**src/ecal_pkg.sv**
```systemverilog
// ----------------------------------------------------------------------------
// ecal_pkg
// Shared widths, constants, microcode types and calendar helper functions
// for the epoch seconds to calendar converter.
// ----------------------------------------------------------------------------
package ecal_pkg;

  // Field widths
  localparam int EPOCH_W = 32;
  localparam int SEC_W   = 6;
  localparam int MIN_W   = 6;
  localparam int HOUR_W  = 5;
  localparam int WDAY_W  = 3;
  localparam int MDAY_W  = 5;
  localparam int MON_W   = 4;
  localparam int YOFF_W  = 8;

  // Day count since the epoch stays below 2^17 for any 32-bit input
  localparam int DAYS_W  = 17;
  localparam int YEAR_W  = 12;
  localparam int YLEN_W  = 9;

  // Constant divider: remainder width and bits retired per step
  localparam int REM_W      = 6;
  localparam int DIV_BITS   = 4;
  localparam int DIV_STEPS  = EPOCH_W / DIV_BITS;
  localparam int DIV_CNT_W  = $clog2(DIV_STEPS);

  // Microcode address width
  localparam int UPC_W = 4;

  // Calendar constants
  localparam logic [REM_W-1:0]  SECS_PER_MIN   = REM_W'(60);
  localparam logic [REM_W-1:0]  MINS_PER_HOUR  = REM_W'(60);
  localparam logic [REM_W-1:0]  HOURS_PER_DAY  = REM_W'(24);
  localparam logic [REM_W-1:0]  DAYS_PER_WEEK  = REM_W'(7);
  localparam logic [YLEN_W-1:0] DAYS_LEAP_YEAR = YLEN_W'(366);
  localparam logic [YLEN_W-1:0] DAYS_YEAR      = YLEN_W'(365);
  localparam int                EPOCH_YEAR     = 1970;
  // 1970-01-01 was a Thursday: weekday index 4 counting Sunday as 0
  localparam int                EPOCH_WDAY_OFS = 4;
  localparam logic [MON_W-1:0]  MON_JAN        = MON_W'(0);
  localparam logic [MON_W-1:0]  MON_FEB        = MON_W'(1);
  localparam logic [MON_W-1:0]  MON_DEC        = MON_W'(11);
  localparam logic [MDAY_W-1:0] FEB_LEAP_DAYS  = MDAY_W'(29);
  localparam logic [MDAY_W-1:0] FEB_DAYS       = MDAY_W'(28);

  // Century years reachable by an 8-bit offset that are not divisible by 400
  localparam logic [YEAR_W-1:0] YEAR_CENT_A = YEAR_W'(2100);
  localparam logic [YEAR_W-1:0] YEAR_CENT_B = YEAR_W'(2200);

  // Datapath operations
  typedef enum logic [3:0] {
    OP_NOP,
    OP_LOAD,
    OP_DIV,
    OP_SAVE_SEC,
    OP_SAVE_MIN,
    OP_SAVE_HR,
    OP_SAVE_WD,
    OP_YEAR,
    OP_MONTH,
    OP_FINISH
  } ecal_op_e;

  // Divisor select for the constant divider
  typedef enum logic [1:0] {
    DSEL_60_SEC,
    DSEL_60_MIN,
    DSEL_24,
    DSEL_7
  } ecal_dsel_e;

  // Jump conditions
  typedef enum logic [2:0] {
    COND_NEVER,
    COND_ALWAYS,
    COND_NO_INPUT,
    COND_DIV_MORE,
    COND_YEAR_FITS,
    COND_MON_FITS,
    COND_OUT_FREE
  } ecal_cond_e;

  typedef struct packed {
    ecal_op_e         op;
    ecal_dsel_e       dsel;
    ecal_cond_e       cond;
    logic [UPC_W-1:0] target;
  } ecal_ucode_t;

  // Datapath status seen by the sequencer
  typedef struct packed {
    logic div_more;
    logic year_fits;
    logic mon_fits;
    logic out_free;
  } ecal_flags_t;

  typedef struct packed {
    logic [SEC_W-1:0]  second;
    logic [MIN_W-1:0]  minute;
    logic [HOUR_W-1:0] hour;
    logic [WDAY_W-1:0] weekday;
    logic [MDAY_W-1:0] day_of_month;
    logic [MON_W-1:0]  month_number;
    logic [YOFF_W-1:0] year_offset;
  } ecal_result_t;

  // Gregorian leap rule for a year given as offset from the epoch year
  function automatic logic is_leap(input logic [YOFF_W-1:0] yoff);
    logic [YEAR_W-1:0] year;
    year = YEAR_W'(EPOCH_YEAR) + YEAR_W'(yoff);
    return (year[1:0] == 2'd0) && (year != YEAR_CENT_A) && (year != YEAR_CENT_B);
  endfunction

  function automatic logic [MDAY_W-1:0] month_len(input logic [MON_W-1:0] mon,
                                                   input logic leap);
    logic [MDAY_W-1:0] len;
    case (mon)
      4'd0:    len = MDAY_W'(31);
      4'd1:    len = leap ? FEB_LEAP_DAYS : FEB_DAYS;
      4'd2:    len = MDAY_W'(31);
      4'd3:    len = MDAY_W'(30);
      4'd4:    len = MDAY_W'(31);
      4'd5:    len = MDAY_W'(30);
      4'd6:    len = MDAY_W'(31);
      4'd7:    len = MDAY_W'(31);
      4'd8:    len = MDAY_W'(30);
      4'd9:    len = MDAY_W'(31);
      4'd10:   len = MDAY_W'(30);
      4'd11:   len = MDAY_W'(31);
      default: len = MDAY_W'(31);
    endcase
    return len;
  endfunction

endpackage

```
**src/ecal_in_if.sv**
```systemverilog
// ----------------------------------------------------------------------------
// ecal_in_if
// Input channel: one epoch second count per item, valid/ready handshake.
// ----------------------------------------------------------------------------
interface ecal_in_if;
  import ecal_pkg::*;

  logic               valid;
  logic               ready;
  logic [EPOCH_W-1:0] epoch_seconds;

  modport source (output valid, output epoch_seconds, input ready);
  modport sink   (input valid, input epoch_seconds, output ready);

endinterface

```
**src/ecal_out_if.sv**
```systemverilog
// ----------------------------------------------------------------------------
// ecal_out_if
// Output channel: broken-down calendar fields, valid/ready handshake.
// ----------------------------------------------------------------------------
interface ecal_out_if;
  import ecal_pkg::*;

  logic              valid;
  logic              ready;
  logic [SEC_W-1:0]  second;
  logic [MIN_W-1:0]  minute;
  logic [HOUR_W-1:0] hour;
  logic [WDAY_W-1:0] weekday;
  logic [MDAY_W-1:0] day_of_month;
  logic [MON_W-1:0]  month_number;
  logic [YOFF_W-1:0] year_offset;

  modport source (output valid, output second, output minute, output hour,
                  output weekday, output day_of_month, output month_number,
                  output year_offset, input ready);
  modport sink   (input valid, input second, input minute, input hour,
                  input weekday, input day_of_month, input month_number,
                  input year_offset, output ready);

endinterface

```
**src/ecal_useq.sv**
```systemverilog
// ----------------------------------------------------------------------------
// ecal_useq
// Microcode sequencer: program ROM, step counter and conditional jumps.
// ----------------------------------------------------------------------------
module ecal_useq (
  input  logic                 clk_i,
  input  logic                 rst_ni,
  input  logic                 in_valid_i,
  input  ecal_pkg::ecal_flags_t flags_i,
  output ecal_pkg::ecal_ucode_t ctrl_o
);
  import ecal_pkg::*;

  localparam logic [UPC_W-1:0] STEP_IDLE    = UPC_W'(0);
  localparam logic [UPC_W-1:0] STEP_DIV_SEC = UPC_W'(1);
  localparam logic [UPC_W-1:0] STEP_SEC     = UPC_W'(2);
  localparam logic [UPC_W-1:0] STEP_DIV_MIN = UPC_W'(3);
  localparam logic [UPC_W-1:0] STEP_MIN     = UPC_W'(4);
  localparam logic [UPC_W-1:0] STEP_DIV_HR  = UPC_W'(5);
  localparam logic [UPC_W-1:0] STEP_HR      = UPC_W'(6);
  localparam logic [UPC_W-1:0] STEP_DIV_WD  = UPC_W'(7);
  localparam logic [UPC_W-1:0] STEP_WD      = UPC_W'(8);
  localparam logic [UPC_W-1:0] STEP_YEAR    = UPC_W'(9);
  localparam logic [UPC_W-1:0] STEP_MONTH   = UPC_W'(10);
  localparam logic [UPC_W-1:0] STEP_FINISH  = UPC_W'(11);
  localparam logic [UPC_W-1:0] STEP_STALL   = UPC_W'(12);

  function automatic ecal_ucode_t ucode_rom(input logic [UPC_W-1:0] addr);
    ecal_ucode_t w;
    case (addr)
      STEP_IDLE:    w = '{OP_LOAD,     DSEL_60_SEC, COND_NO_INPUT,  STEP_IDLE};
      STEP_DIV_SEC: w = '{OP_DIV,      DSEL_60_SEC, COND_DIV_MORE,  STEP_DIV_SEC};
      STEP_SEC:     w = '{OP_SAVE_SEC, DSEL_60_SEC, COND_NEVER,     STEP_IDLE};
      STEP_DIV_MIN: w = '{OP_DIV,      DSEL_60_MIN, COND_DIV_MORE,  STEP_DIV_MIN};
      STEP_MIN:     w = '{OP_SAVE_MIN, DSEL_60_MIN, COND_NEVER,     STEP_IDLE};
      STEP_DIV_HR:  w = '{OP_DIV,      DSEL_24,     COND_DIV_MORE,  STEP_DIV_HR};
      STEP_HR:      w = '{OP_SAVE_HR,  DSEL_24,     COND_NEVER,     STEP_IDLE};
      STEP_DIV_WD:  w = '{OP_DIV,      DSEL_7,      COND_DIV_MORE,  STEP_DIV_WD};
      STEP_WD:      w = '{OP_SAVE_WD,  DSEL_7,      COND_NEVER,     STEP_IDLE};
      STEP_YEAR:    w = '{OP_YEAR,     DSEL_7,      COND_YEAR_FITS, STEP_YEAR};
      STEP_MONTH:   w = '{OP_MONTH,    DSEL_7,      COND_MON_FITS,  STEP_MONTH};
      STEP_FINISH:  w = '{OP_FINISH,   DSEL_7,      COND_OUT_FREE,  STEP_IDLE};
      STEP_STALL:   w = '{OP_NOP,      DSEL_7,      COND_ALWAYS,    STEP_FINISH};
      default:      w = '{OP_NOP,      DSEL_7,      COND_ALWAYS,    STEP_IDLE};
    endcase
    return w;
  endfunction

  logic [UPC_W-1:0] upc_q, upc_d;
  ecal_ucode_t      uw;
  logic             jump;

  assign uw     = ucode_rom(upc_q);
  assign ctrl_o = uw;

  always_comb begin
    case (uw.cond)
      COND_NEVER:     jump = 1'b0;
      COND_ALWAYS:    jump = 1'b1;
      COND_NO_INPUT:  jump = !in_valid_i;
      COND_DIV_MORE:  jump = flags_i.div_more;
      COND_YEAR_FITS: jump = flags_i.year_fits;
      COND_MON_FITS:  jump = flags_i.mon_fits;
      COND_OUT_FREE:  jump = flags_i.out_free;
      default:        jump = 1'b0;
    endcase
    upc_d = jump ? uw.target : upc_q + UPC_W'(1);
  end

  always_ff @(posedge clk_i or negedge rst_ni) begin
    if (!rst_ni) begin
      upc_q <= STEP_IDLE;
    end else begin
      upc_q <= upc_d;
    end
  end

endmodule

```
**src/ecal_dpath.sv**
```systemverilog
// ----------------------------------------------------------------------------
// ecal_dpath
// Datapath: constant divider retiring four quotient bits a cycle, year and
// month subtractor, working registers and the output register.
// ----------------------------------------------------------------------------
module ecal_dpath (
  input  logic                      clk_i,
  input  logic                      rst_ni,
  input  ecal_pkg::ecal_ucode_t     ctrl_i,
  input  logic                      in_take_i,
  input  logic [ecal_pkg::EPOCH_W-1:0] epoch_seconds_i,
  input  logic                      out_ready_i,
  output logic                      out_valid_o,
  output ecal_pkg::ecal_result_t    result_o,
  output ecal_pkg::ecal_flags_t     flags_o
);
  import ecal_pkg::*;

  // Control state
  logic                 out_valid_q, out_valid_d;
  logic [DIV_CNT_W-1:0] cnt_q, cnt_d;

  // Working registers
  logic [EPOCH_W-1:0] x_q, x_d;
  logic [REM_W-1:0]   r_q, r_d;
  logic [DAYS_W-1:0]  days_q, days_d;
  logic [YOFF_W-1:0]  yoff_q, yoff_d;
  logic [MON_W-1:0]   mon_q, mon_d;
  logic [SEC_W-1:0]   sec_q, sec_d;
  logic [MIN_W-1:0]   min_q, min_d;
  logic [HOUR_W-1:0]  hr_q, hr_d;
  logic [WDAY_W-1:0]  wd_q, wd_d;
  ecal_result_t       out_q, out_d;

  logic [REM_W-1:0]   divisor;
  logic [REM_W-1:0]   div_rem;
  logic [EPOCH_W-1:0] div_quo;
  logic [REM_W:0]     div_part;

  logic               leap;
  logic [YLEN_W-1:0]  ylen;
  logic [MDAY_W-1:0]  mlen;
  logic               year_fits;
  logic               mon_fits;
  logic               out_free;

  always_comb begin
    case (ctrl_i.dsel)
      DSEL_60_SEC: divisor = SECS_PER_MIN;
      DSEL_60_MIN: divisor = MINS_PER_HOUR;
      DSEL_24:     divisor = HOURS_PER_DAY;
      DSEL_7:      divisor = DAYS_PER_WEEK;
      default:     divisor = DAYS_PER_WEEK;
    endcase
  end

  // Restoring division, MSB first; quotient shifts into x, remainder in r
  always_comb begin
    div_rem  = r_q;
    div_quo  = x_q;
    div_part = '0;
    for (int i = 0; i < DIV_BITS; i++) begin
      div_part = {div_rem, div_quo[EPOCH_W-1]};
      div_quo  = {div_quo[EPOCH_W-2:0], 1'b0};
      if (div_part >= {1'b0, divisor}) begin
        div_rem    = REM_W'(div_part - {1'b0, divisor});
        div_quo[0] = 1'b1;
      end else begin
        div_rem = div_part[REM_W-1:0];
      end
    end
  end

  assign leap      = is_leap(yoff_q);
  assign ylen      = leap ? DAYS_LEAP_YEAR : DAYS_YEAR;
  assign mlen      = month_len(mon_q, leap);
  assign year_fits = days_q >= DAYS_W'(ylen);
  // December always absorbs what is left of the year
  assign mon_fits  = (mon_q != MON_DEC) && (days_q >= DAYS_W'(mlen));
  assign out_free  = !out_valid_q || out_ready_i;

  assign flags_o.div_more  = cnt_q != DIV_CNT_W'(DIV_STEPS - 1);
  assign flags_o.year_fits = year_fits;
  assign flags_o.mon_fits  = mon_fits;
  assign flags_o.out_free  = out_free;

  always_comb begin
    x_d         = x_q;
    r_d         = r_q;
    cnt_d       = cnt_q;
    days_d      = days_q;
    yoff_d      = yoff_q;
    mon_d       = mon_q;
    sec_d       = sec_q;
    min_d       = min_q;
    hr_d        = hr_q;
    wd_d        = wd_q;
    out_d       = out_q;
    out_valid_d = out_valid_q && !out_ready_i;

    case (ctrl_i.op)
      OP_LOAD: begin
        if (in_take_i) begin
          x_d    = epoch_seconds_i;
          r_d    = '0;
          cnt_d  = '0;
          yoff_d = '0;
          mon_d  = MON_JAN;
        end
      end
      OP_DIV: begin
        x_d   = div_quo;
        r_d   = div_rem;
        cnt_d = cnt_q + DIV_CNT_W'(1);
      end
      OP_SAVE_SEC: begin
        sec_d = SEC_W'(r_q);
        r_d   = '0;
      end
      OP_SAVE_MIN: begin
        min_d = MIN_W'(r_q);
        r_d   = '0;
      end
      OP_SAVE_HR: begin
        // x now holds whole days; load days plus the epoch weekday for mod 7
        hr_d   = HOUR_W'(r_q);
        days_d = x_q[DAYS_W-1:0];
        x_d    = EPOCH_W'(x_q[DAYS_W-1:0]) + EPOCH_W'(EPOCH_WDAY_OFS);
        r_d    = '0;
      end
      OP_SAVE_WD: begin
        wd_d = WDAY_W'(r_q) + WDAY_W'(1);
      end
      OP_YEAR: begin
        if (year_fits) begin
          days_d = days_q - DAYS_W'(ylen);
          yoff_d = yoff_q + YOFF_W'(1);
        end
      end
      OP_MONTH: begin
        if (mon_fits) begin
          days_d = days_q - DAYS_W'(mlen);
          mon_d  = mon_q + MON_W'(1);
        end
      end
      OP_FINISH: begin
        if (out_free) begin
          out_d.second       = sec_q;
          out_d.minute       = min_q;
          out_d.hour         = hr_q;
          out_d.weekday      = wd_q;
          out_d.day_of_month = MDAY_W'(days_q[MDAY_W-1:0]) + MDAY_W'(1);
          out_d.month_number = mon_q + MON_W'(1);
          out_d.year_offset  = yoff_q;
          out_valid_d        = 1'b1;
        end
      end
      OP_NOP: begin
      end
      default: begin
      end
    endcase
  end

  always_ff @(posedge clk_i or negedge rst_ni) begin
    if (!rst_ni) begin
      out_valid_q <= 1'b0;
      cnt_q       <= '0;
    end else begin
      out_valid_q <= out_valid_d;
      cnt_q       <= cnt_d;
    end
  end

  always_ff @(posedge clk_i) begin
    x_q    <= x_d;
    r_q    <= r_d;
    days_q <= days_d;
    yoff_q <= yoff_d;
    mon_q  <= mon_d;
    sec_q  <= sec_d;
    min_q  <= min_d;
    hr_q   <= hr_d;
    wd_q   <= wd_d;
    out_q  <= out_d;
  end

  assign out_valid_o = out_valid_q;
  assign result_o    = out_q;

endmodule

```
**src/epoch_seconds_to_calendar_unit.sv**
```systemverilog
// ----------------------------------------------------------------------------
// epoch_seconds_to_calendar_unit
// Breaks a 32-bit local-time epoch second count into calendar fields.
// ----------------------------------------------------------------------------
// Usage:
//   in_i  carries epoch_seconds; out_o carries second, minute, hour, weekday
//   (Sunday = 1), day_of_month, month_number and year_offset from 1970.
//   Both channels use valid/ready; an item moves when both are high.
//   One item is converted at a time by a microcoded sequencer. in_i.ready is
//   high only in the idle step. A conversion runs four divisions, each of
//   8 steps of 4 quotient bits and one save step, one year step per year
//   walked plus one, one month step per month walked plus one, and a finish
//   step, after which the sequencer returns to idle to take the next item.
//   The result sits in an output register, so the next item is taken and
//   worked on while the previous result waits; if the receiver still stalls
//   at the finish step, the sequencer alternates between the finish and
//   stall steps until the register frees. Reset (rst_ni low, asynchronous)
//   returns the sequencer to idle and drops any pending result.
// ----------------------------------------------------------------------------
module epoch_seconds_to_calendar_unit (
  input  logic        clk_i,
  input  logic        rst_ni,
  ecal_in_if.sink     in_i,
  ecal_out_if.source  out_o
);
  import ecal_pkg::*;

  ecal_ucode_t  ctrl;
  ecal_flags_t  flags;
  ecal_result_t result;
  logic         in_take;

  assign in_i.ready = (ctrl.op == OP_LOAD);
  assign in_take    = in_i.valid && in_i.ready;

  ecal_useq u_useq (
    .clk_i      (clk_i),
    .rst_ni     (rst_ni),
    .in_valid_i (in_i.valid),
    .flags_i    (flags),
    .ctrl_o     (ctrl)
  );

  ecal_dpath u_dpath (
    .clk_i           (clk_i),
    .rst_ni          (rst_ni),
    .ctrl_i          (ctrl),
    .in_take_i       (in_take),
    .epoch_seconds_i (in_i.epoch_seconds),
    .out_ready_i     (out_o.ready),
    .out_valid_o     (out_o.valid),
    .result_o        (result),
    .flags_o         (flags)
  );

  assign out_o.second       = result.second;
  assign out_o.minute       = result.minute;
  assign out_o.hour         = result.hour;
  assign out_o.weekday      = result.weekday;
  assign out_o.day_of_month = result.day_of_month;
  assign out_o.month_number = result.month_number;
  assign out_o.year_offset  = result.year_offset;

  // An accepted item starts the seconds division on the next cycle
  a_take_starts_div: assert property (@(posedge clk_i) disable iff (!rst_ni)
    in_take |=> (ctrl.op == OP_DIV) && (ctrl.dsel == DSEL_60_SEC))
    else $error("accepted item did not start the seconds division");

  // A new result appears only right after the finish step
  a_result_from_finish: assert property (@(posedge clk_i) disable iff (!rst_ni)
    $rose(out_o.valid) |-> $past(ctrl.op == OP_FINISH))
    else $error("result appeared outside the finish step");

  // The finish step with a free output register always publishes a result
  a_finish_publishes: assert property (@(posedge clk_i) disable iff (!rst_ni)
    (ctrl.op == OP_FINISH) && flags.out_free |=> out_o.valid)
    else $error("finish step did not load the output register");

endmodule
```
**src/flat_wrapper.sv**
```systemverilog
// flat-port wrapper written by rule: the top's interface ports become plain ports
module epoch_seconds_to_calendar_unit_flat import ecal_pkg::*;
  (clk_i, rst_ni, in_i_valid, in_i_epoch_seconds, in_i_ready, out_o_valid, out_o_second, out_o_minute, out_o_hour, out_o_weekday, out_o_day_of_month, out_o_month_number, out_o_year_offset, out_o_ready);
  ecal_in_if in_i_i ();
  ecal_out_if out_o_i ();
  input  logic clk_i;
  input  logic rst_ni;
  input wire logic [$bits(in_i_i.valid)-1:0] in_i_valid;
  input wire logic [$bits(in_i_i.epoch_seconds)-1:0] in_i_epoch_seconds;
  output wire logic [$bits(in_i_i.ready)-1:0] in_i_ready;
  output wire logic [$bits(out_o_i.valid)-1:0] out_o_valid;
  output wire logic [$bits(out_o_i.second)-1:0] out_o_second;
  output wire logic [$bits(out_o_i.minute)-1:0] out_o_minute;
  output wire logic [$bits(out_o_i.hour)-1:0] out_o_hour;
  output wire logic [$bits(out_o_i.weekday)-1:0] out_o_weekday;
  output wire logic [$bits(out_o_i.day_of_month)-1:0] out_o_day_of_month;
  output wire logic [$bits(out_o_i.month_number)-1:0] out_o_month_number;
  output wire logic [$bits(out_o_i.year_offset)-1:0] out_o_year_offset;
  input wire logic [$bits(out_o_i.ready)-1:0] out_o_ready;
  assign in_i_i.valid = in_i_valid;
  assign in_i_i.epoch_seconds = in_i_epoch_seconds;
  assign in_i_ready = in_i_i.ready;
  assign out_o_valid = out_o_i.valid;
  assign out_o_second = out_o_i.second;
  assign out_o_minute = out_o_i.minute;
  assign out_o_hour = out_o_i.hour;
  assign out_o_weekday = out_o_i.weekday;
  assign out_o_day_of_month = out_o_i.day_of_month;
  assign out_o_month_number = out_o_i.month_number;
  assign out_o_year_offset = out_o_i.year_offset;
  assign out_o_i.ready = out_o_ready;
  epoch_seconds_to_calendar_unit u_core (.clk_i(clk_i), .rst_ni(rst_ni), .in_i(in_i_i), .out_o(out_o_i));
endmodule
```
**config.mk**
```make
export PLATFORM = sky130hd
export DESIGN_NAME = epoch_seconds_to_calendar_unit_flat
export DESIGN_NICKNAME = d
export VERILOG_FILES = /design/src/ecal_pkg.sv /design/src/ecal_in_if.sv /design/src/ecal_out_if.sv /design/src/ecal_useq.sv /design/src/ecal_dpath.sv /design/src/epoch_seconds_to_calendar_unit.sv /design/src/flat_wrapper.sv
export SDC_FILE = /design/constraint.sdc
export NUM_CORES = 1
export LEC_CHECK = 0
export ABC_AREA = 1
export BUFFER_PORTS_ARGS = -buffer_cell sky130_fd_sc_hd__buf_4
export CAP_MARGIN = 20
export CORE_MARGIN = 3
export CORE_UTILIZATION = 40
export DETAILED_ROUTE_END_ITERATION = 6
export PLACE_DENSITY_LB_ADDON = 0.05
export SYNTH_ARGS = -nofsm -noshare
export SYNTH_HDL_FRONTEND = slang
export SYNTH_HIERARCHICAL = 1
export SYNTH_SLANG_ARGS = --single-unit
```
**constraint.sdc**
```tcl
create_clock -name clk_i -period 6.4 [get_ports clk_i]
set_input_delay 1.92 -clock clk_i [delete_from_list [all_inputs] [get_ports clk_i]]
set_output_delay 1.92 -clock clk_i [all_outputs]
set_load 0.1 [all_outputs]
```
# Word-level counts from Yosys, hierarchy flattened

Memories as Yosys holds them, arrays and structs flattened.
Cells that the tools add are included.

Memories kept: 1
ROM bits: 208
Logic and storage cells: 128
Register bits after elaboration: 132
Output and inout port bits: 39

Multiplexer cells: 31
Reductions and logical operators: 27
Add/sub/neg operators: 14
$lt $le $gt $ge: 6
Eq/ne operators: 30

Memories:

| memory           | words | bits a word | read ports | clocked after Yosys merged registers in | wr ports | RTL line        | RTL |
|---|---|---|---|---|---|---|---|
| (name not given) | 16    | 13          | 1          | 0                                       | 0        | ecal_useq.sv:30 | `case (addr)` |

Operators by type and width:

| operator                                                              | number |
|---|---|
| 32-bit case mux with 3 select lines                                   | 1 |
| 17-bit case mux with 3 select lines                                   | 1 |
| 6-bit case mux with 3 select lines                                    | 2 |
| 17-bit two-way mux                                                    | 2 |
| 32-bit two-way mux                                                    | 1 |
| 6-bit two-way mux                                                     | 5 |
| 7-bit by 6-bit greater-or-equal comparator with 1-bit output          | 4 |
| 12-bit != test, second input constant                                 | 2 |
| 6-bit subtractor                                                      | 4 |
| 4-bit by 3-bit equality test with 1-bit output, second input constant | 5 |
| 17-bit by 3-bit adder with 18-bit output, second input constant       | 1 |
| 17-bit by 5-bit greater-or-equal comparator with 1-bit output         | 1 |
| 17-bit by 9-bit greater-or-equal comparator with 1-bit output         | 1 |
| 17-bit by 5-bit subtractor with 17-bit output                         | 1 |
| 17-bit by 9-bit subtractor with 17-bit output                         | 1 |
| 4-bit equality test, second input constant                            | 4 |
| 8-bit two-way mux                                                     | 2 |
| 8-bit case mux with 2 select lines                                    | 1 |
| 11-bit by 8-bit adder with 12-bit output, first input constant        | 1 |
| 4-bit by 2-bit equality test with 1-bit output, second input constant | 3 |
| 4-bit two-way mux                                                     | 3 |
| 3-bit equality test, second input constant                            | 3 |
| 3-bit AND reduction                                                   | 3 |
| 3-bit nonzero test                                                    | 3 |
| other kinds (28)                                                      | 53 |

# Depth between registers and ports, before layout

An unclocked memory read counts as a cell.

Word-level depth: 13
Depth in mapped cells: 50

# Hierarchy

Netlist, hierarchy kept.

Modules (own cells, without submodules):

| module                         | sequential area each (um^2) | area an instance (um^2) | instances | cells each |
|---|---|---|---|---|
| ecal_dpath                     | 3823.7                      | 8150.3                  | 1         | 939 |
| ecal_useq                      | 100.1                       | 544.3                   | 1         | 81 |
| epoch_seconds_to_calendar_unit | 0.0                         | 31.3                    | 1         | 7 |

# Least setup slack after synthesis

Ideal clock, no wire load.

Path type: register -> register
Start point: register u_core.u_useq.upc_q[0]
End point: register u_core.u_dpath.r_q[2], data pin
Data arrival time: 6330 ps
Setup slack: -183 ps
Library setup time: 253 ps
Required time: 6147 ps
Clock period less this slack: 6583 ps
Stages on the path, launching flop included: 47
Cell sequence: dfrtp_1 inv_1 ha_1 o21ai_0 nand2_2 buf_6 ha_1 inv_1 nor2_1 nor2_1 nor2_2 nand2_2 nand2_2 buf_6 nor2_1 a21oi_1 ha_1 a21oi_1 [11 not listed] a21oi_1 nand3_1 a21oi_4 nand2_4 buf_8 inv_2 nand2_1 nand2_1 inv_1 ha_1 nand3_1 nor2_1 nand3_1 nand2_1 nor2_4 nand2_1 nand2_1 nor2_1

RTL lines:

| item                   | RTL line          | RTL |
|---|---|---|
| start, declared        | ecal_useq.sv:49   | `logic [UPC_W-1:0] upc_q, upc_d;` |
| start signal, assigned | ecal_useq.sv:74   | `upc_q <= upc_d;` |
| end signal, assigned   | ecal_dpath.sv:177 | `r_q <= r_d;` |
| end, declared          | ecal_dpath.sv:25  | `logic [REM_W-1:0] r_q, r_d;` |

==> flow_summary.ini <==
[outcome]
outcome = finished clean

[sta]
fmax_mhz = 168
setup_violations = 0
fin_setup_tns_ns = 0
relSlewSlack_pct = 38.5
hold_viol_final = 0
maxSlewViolCount = 0
fin_crit_sh_pct = 93.1
tightest_slew_ns = 0.920
hold_ws_ns = 0.413
skew_ns = 0.00917
period_needed_ns = 5.96

[final_layout]
final_common_cell = nand2_1
fillers = 2050
antenna_cells = 0
design_area_um2 = 10600
nNetsFinal = 1218
area_growth_pct = 21.5
drive_above_1_share_pct = 22.5
layout_common_cells = nand2_1 (202), inv_1 (154), edfxtp_1 (124)

[routing]
post_drt_wl_per_cell_um = 15.8
drtIter0Drc = 448
via_per_inst = 5.04
ant_nets = 0
dr.pass1.iters = 6
drt_wl_total_um = 22600
drc = 0
num_vias = 7201

[yosys]
async_reset_ff_share_pct = 6.06
netlist_area_um2 = 8730
synth_cell_type_count = 51
netlist_top_cells_area = edfxtp_1 (43%), nand2_1 (8.8%), inv_1 (6.8%)
ys_ff_latch = 132
avgSynthCellArea_um2 = 8.50
syn_nets = 1105
syn_inst = 1027
yosysTopAreaCell = edfxtp_1
synth_edf_count = 124
ys_warn_count = 6
netlist.area_leader.share_pct = 42.7
yosysSeqAreaShare_pct = 45.0
synth_ff_type = edfxtp_1

[setup_path]
cp_slowest_cell = dfrtp_1
crit_fanout = 10
critical_path_class = register to register
required_ns = 6.58
path_buf_inv = 9
cp-start-kind = register
path_delay_family = simple AND/OR/NAND/NOR gates
critPathMaxStageDelay_ns = 0.39
arrival_ns = 6.13
cp-end-kind = register

[clock_network]
postCtsHoldBufs = 0
cts_buffers = 17
cts_max_path_buffers = 2
htreeDepth = 4
cts-root-buf = clkbuf_16
clk_latency_ns = 0.42
path_clk_slew_ns = 0.06
cts.sinks = 132
cts_tree = yes

[global_route]
grt_antenna_before_repair = 0
grt_pass1_wl_um = 36300
grt-ovfl-total = 0
grt_pass1_vias = 6828
grt_max_degree = 38
grt_usage_pct = 19.2

[die]
io-pin-count = 75
coreArea_um2 = 21200
row_count = 53
dieArea_um2 = 23600
die_w_um = 154
start_util_pct = 41.1
die_h_um = 154

[place]
dp_hpwl_um = 17000
gp_congestion = 0.915
portBuffers = 74
placed_area_um2 = 9710

[worst_hold_path]
hp-class = register to register

[run]
maxCapViolations = 0
==> stage by stage <==
step	worst slack [ns]	utilization (%)	std cells
after CTS	0.0397	48.6	1411
final	0.444	50.0	1428
after global placement	0.184	45.7	1378
after detailed placement	0.00195	45.7	1379
after floorplan	0.0639	-	1027
after global routing	-0.0438	50.0	1428
==> what timing repair did <==
| action | in CTS | in global routing |
|---|---|---|
| endpoints found under the setup margin | 1 | 7 |
| resized for setup | 1 | 31 |
| pin swaps | 0 | 15 |
| setup buffers | 0 | 16 |
| cloned | 0 | 1 |
==> synth_stat cells, drive strengths merged, types with 5 or more instances <==
cell / count
nand2: 243
inv: 165
buf: 9
xor2: 19
dfrtp: 8
clkbuf: 14
edfxtp: 124
a22o: 13
o21ai: 46
nor2: 128
o311ai: 5
nand3: 93
nand4: 8
a21oi: 27
nor3: 18
or2: 7
o211ai: 18
ha: 39
o221ai: 10
==> sequential cells by signal, indices dropped and copies added, names as in the netlist <==
signal / cells
u_core/u_dpath/cnt_q: 3
u_core/u_dpath/days_q: 17
u_core/u_dpath/hr_q: 5
u_core/u_dpath/min_q: 6
u_core/u_dpath/mon_q: 4
u_core/u_dpath/out_valid_o: 1
u_core/u_dpath/r_q: 6
u_core/u_dpath/result_o: 37
u_core/u_dpath/sec_q: 6
u_core/u_dpath/wd_q: 3
u_core/u_dpath/x_q: 32
u_core/u_dpath/yoff_q: 8
u_core/u_useq/upc_q: 4
==> area by class of cell <==
class,count,area (µm²),area share (%)
timing repair buffer,116,868,8.19
multi-input combinational,706,4220,39.8
clock inverter,15,188,1.77
tap,275,344,3.24
clock buffer,17,425,4.01
inverter,167,632,5.96
sequential,132,3930,37.0
==> routing by layer <==
layer / GRT usage [%] / routed length (µm)
met1: 27.5 / 10700
met2: 30.4 / 10500
met5: 0 / 0
met4: 5.21 / 390
met3: 3.24 / 1010
==> logic make-up after synthesis <==
kind of cell | synth area share [%]
compound gates | 10.5
buf+inv | 8.80
xor+xnor | 2.21
fa+ha+maj | 6.28
simple gates | 27.3
flops | 45.0
==> worst paths after layout <==
kind                                          endpoint  cells past startpoint  slack, ns                    from
setup / recovery                 u_core/u_dpath/r_q[1]                     44       0.44  u_core/u_useq/upc_q[1]
min in group asynchronous       u_core/u_useq/upc_q[1]                      1       1.32                  rst_ni
hold / removal             u_core/u_dpath/result_o[24]                      0       0.41  u_core/u_dpath/hr_q[4]
setup reg to reg                 u_core/u_dpath/r_q[1]                     44       0.44  u_core/u_useq/upc_q[1]
hold reg to reg            u_core/u_dpath/result_o[24]                      0       0.41  u_core/u_dpath/hr_q[4]
max in group asynchronous       u_core/u_useq/upc_q[3]                      1       4.93                  rst_ni
Power is not shown: default switching activity piles up to over one toggle a cycle in this logic, so the estimate is an artifact.
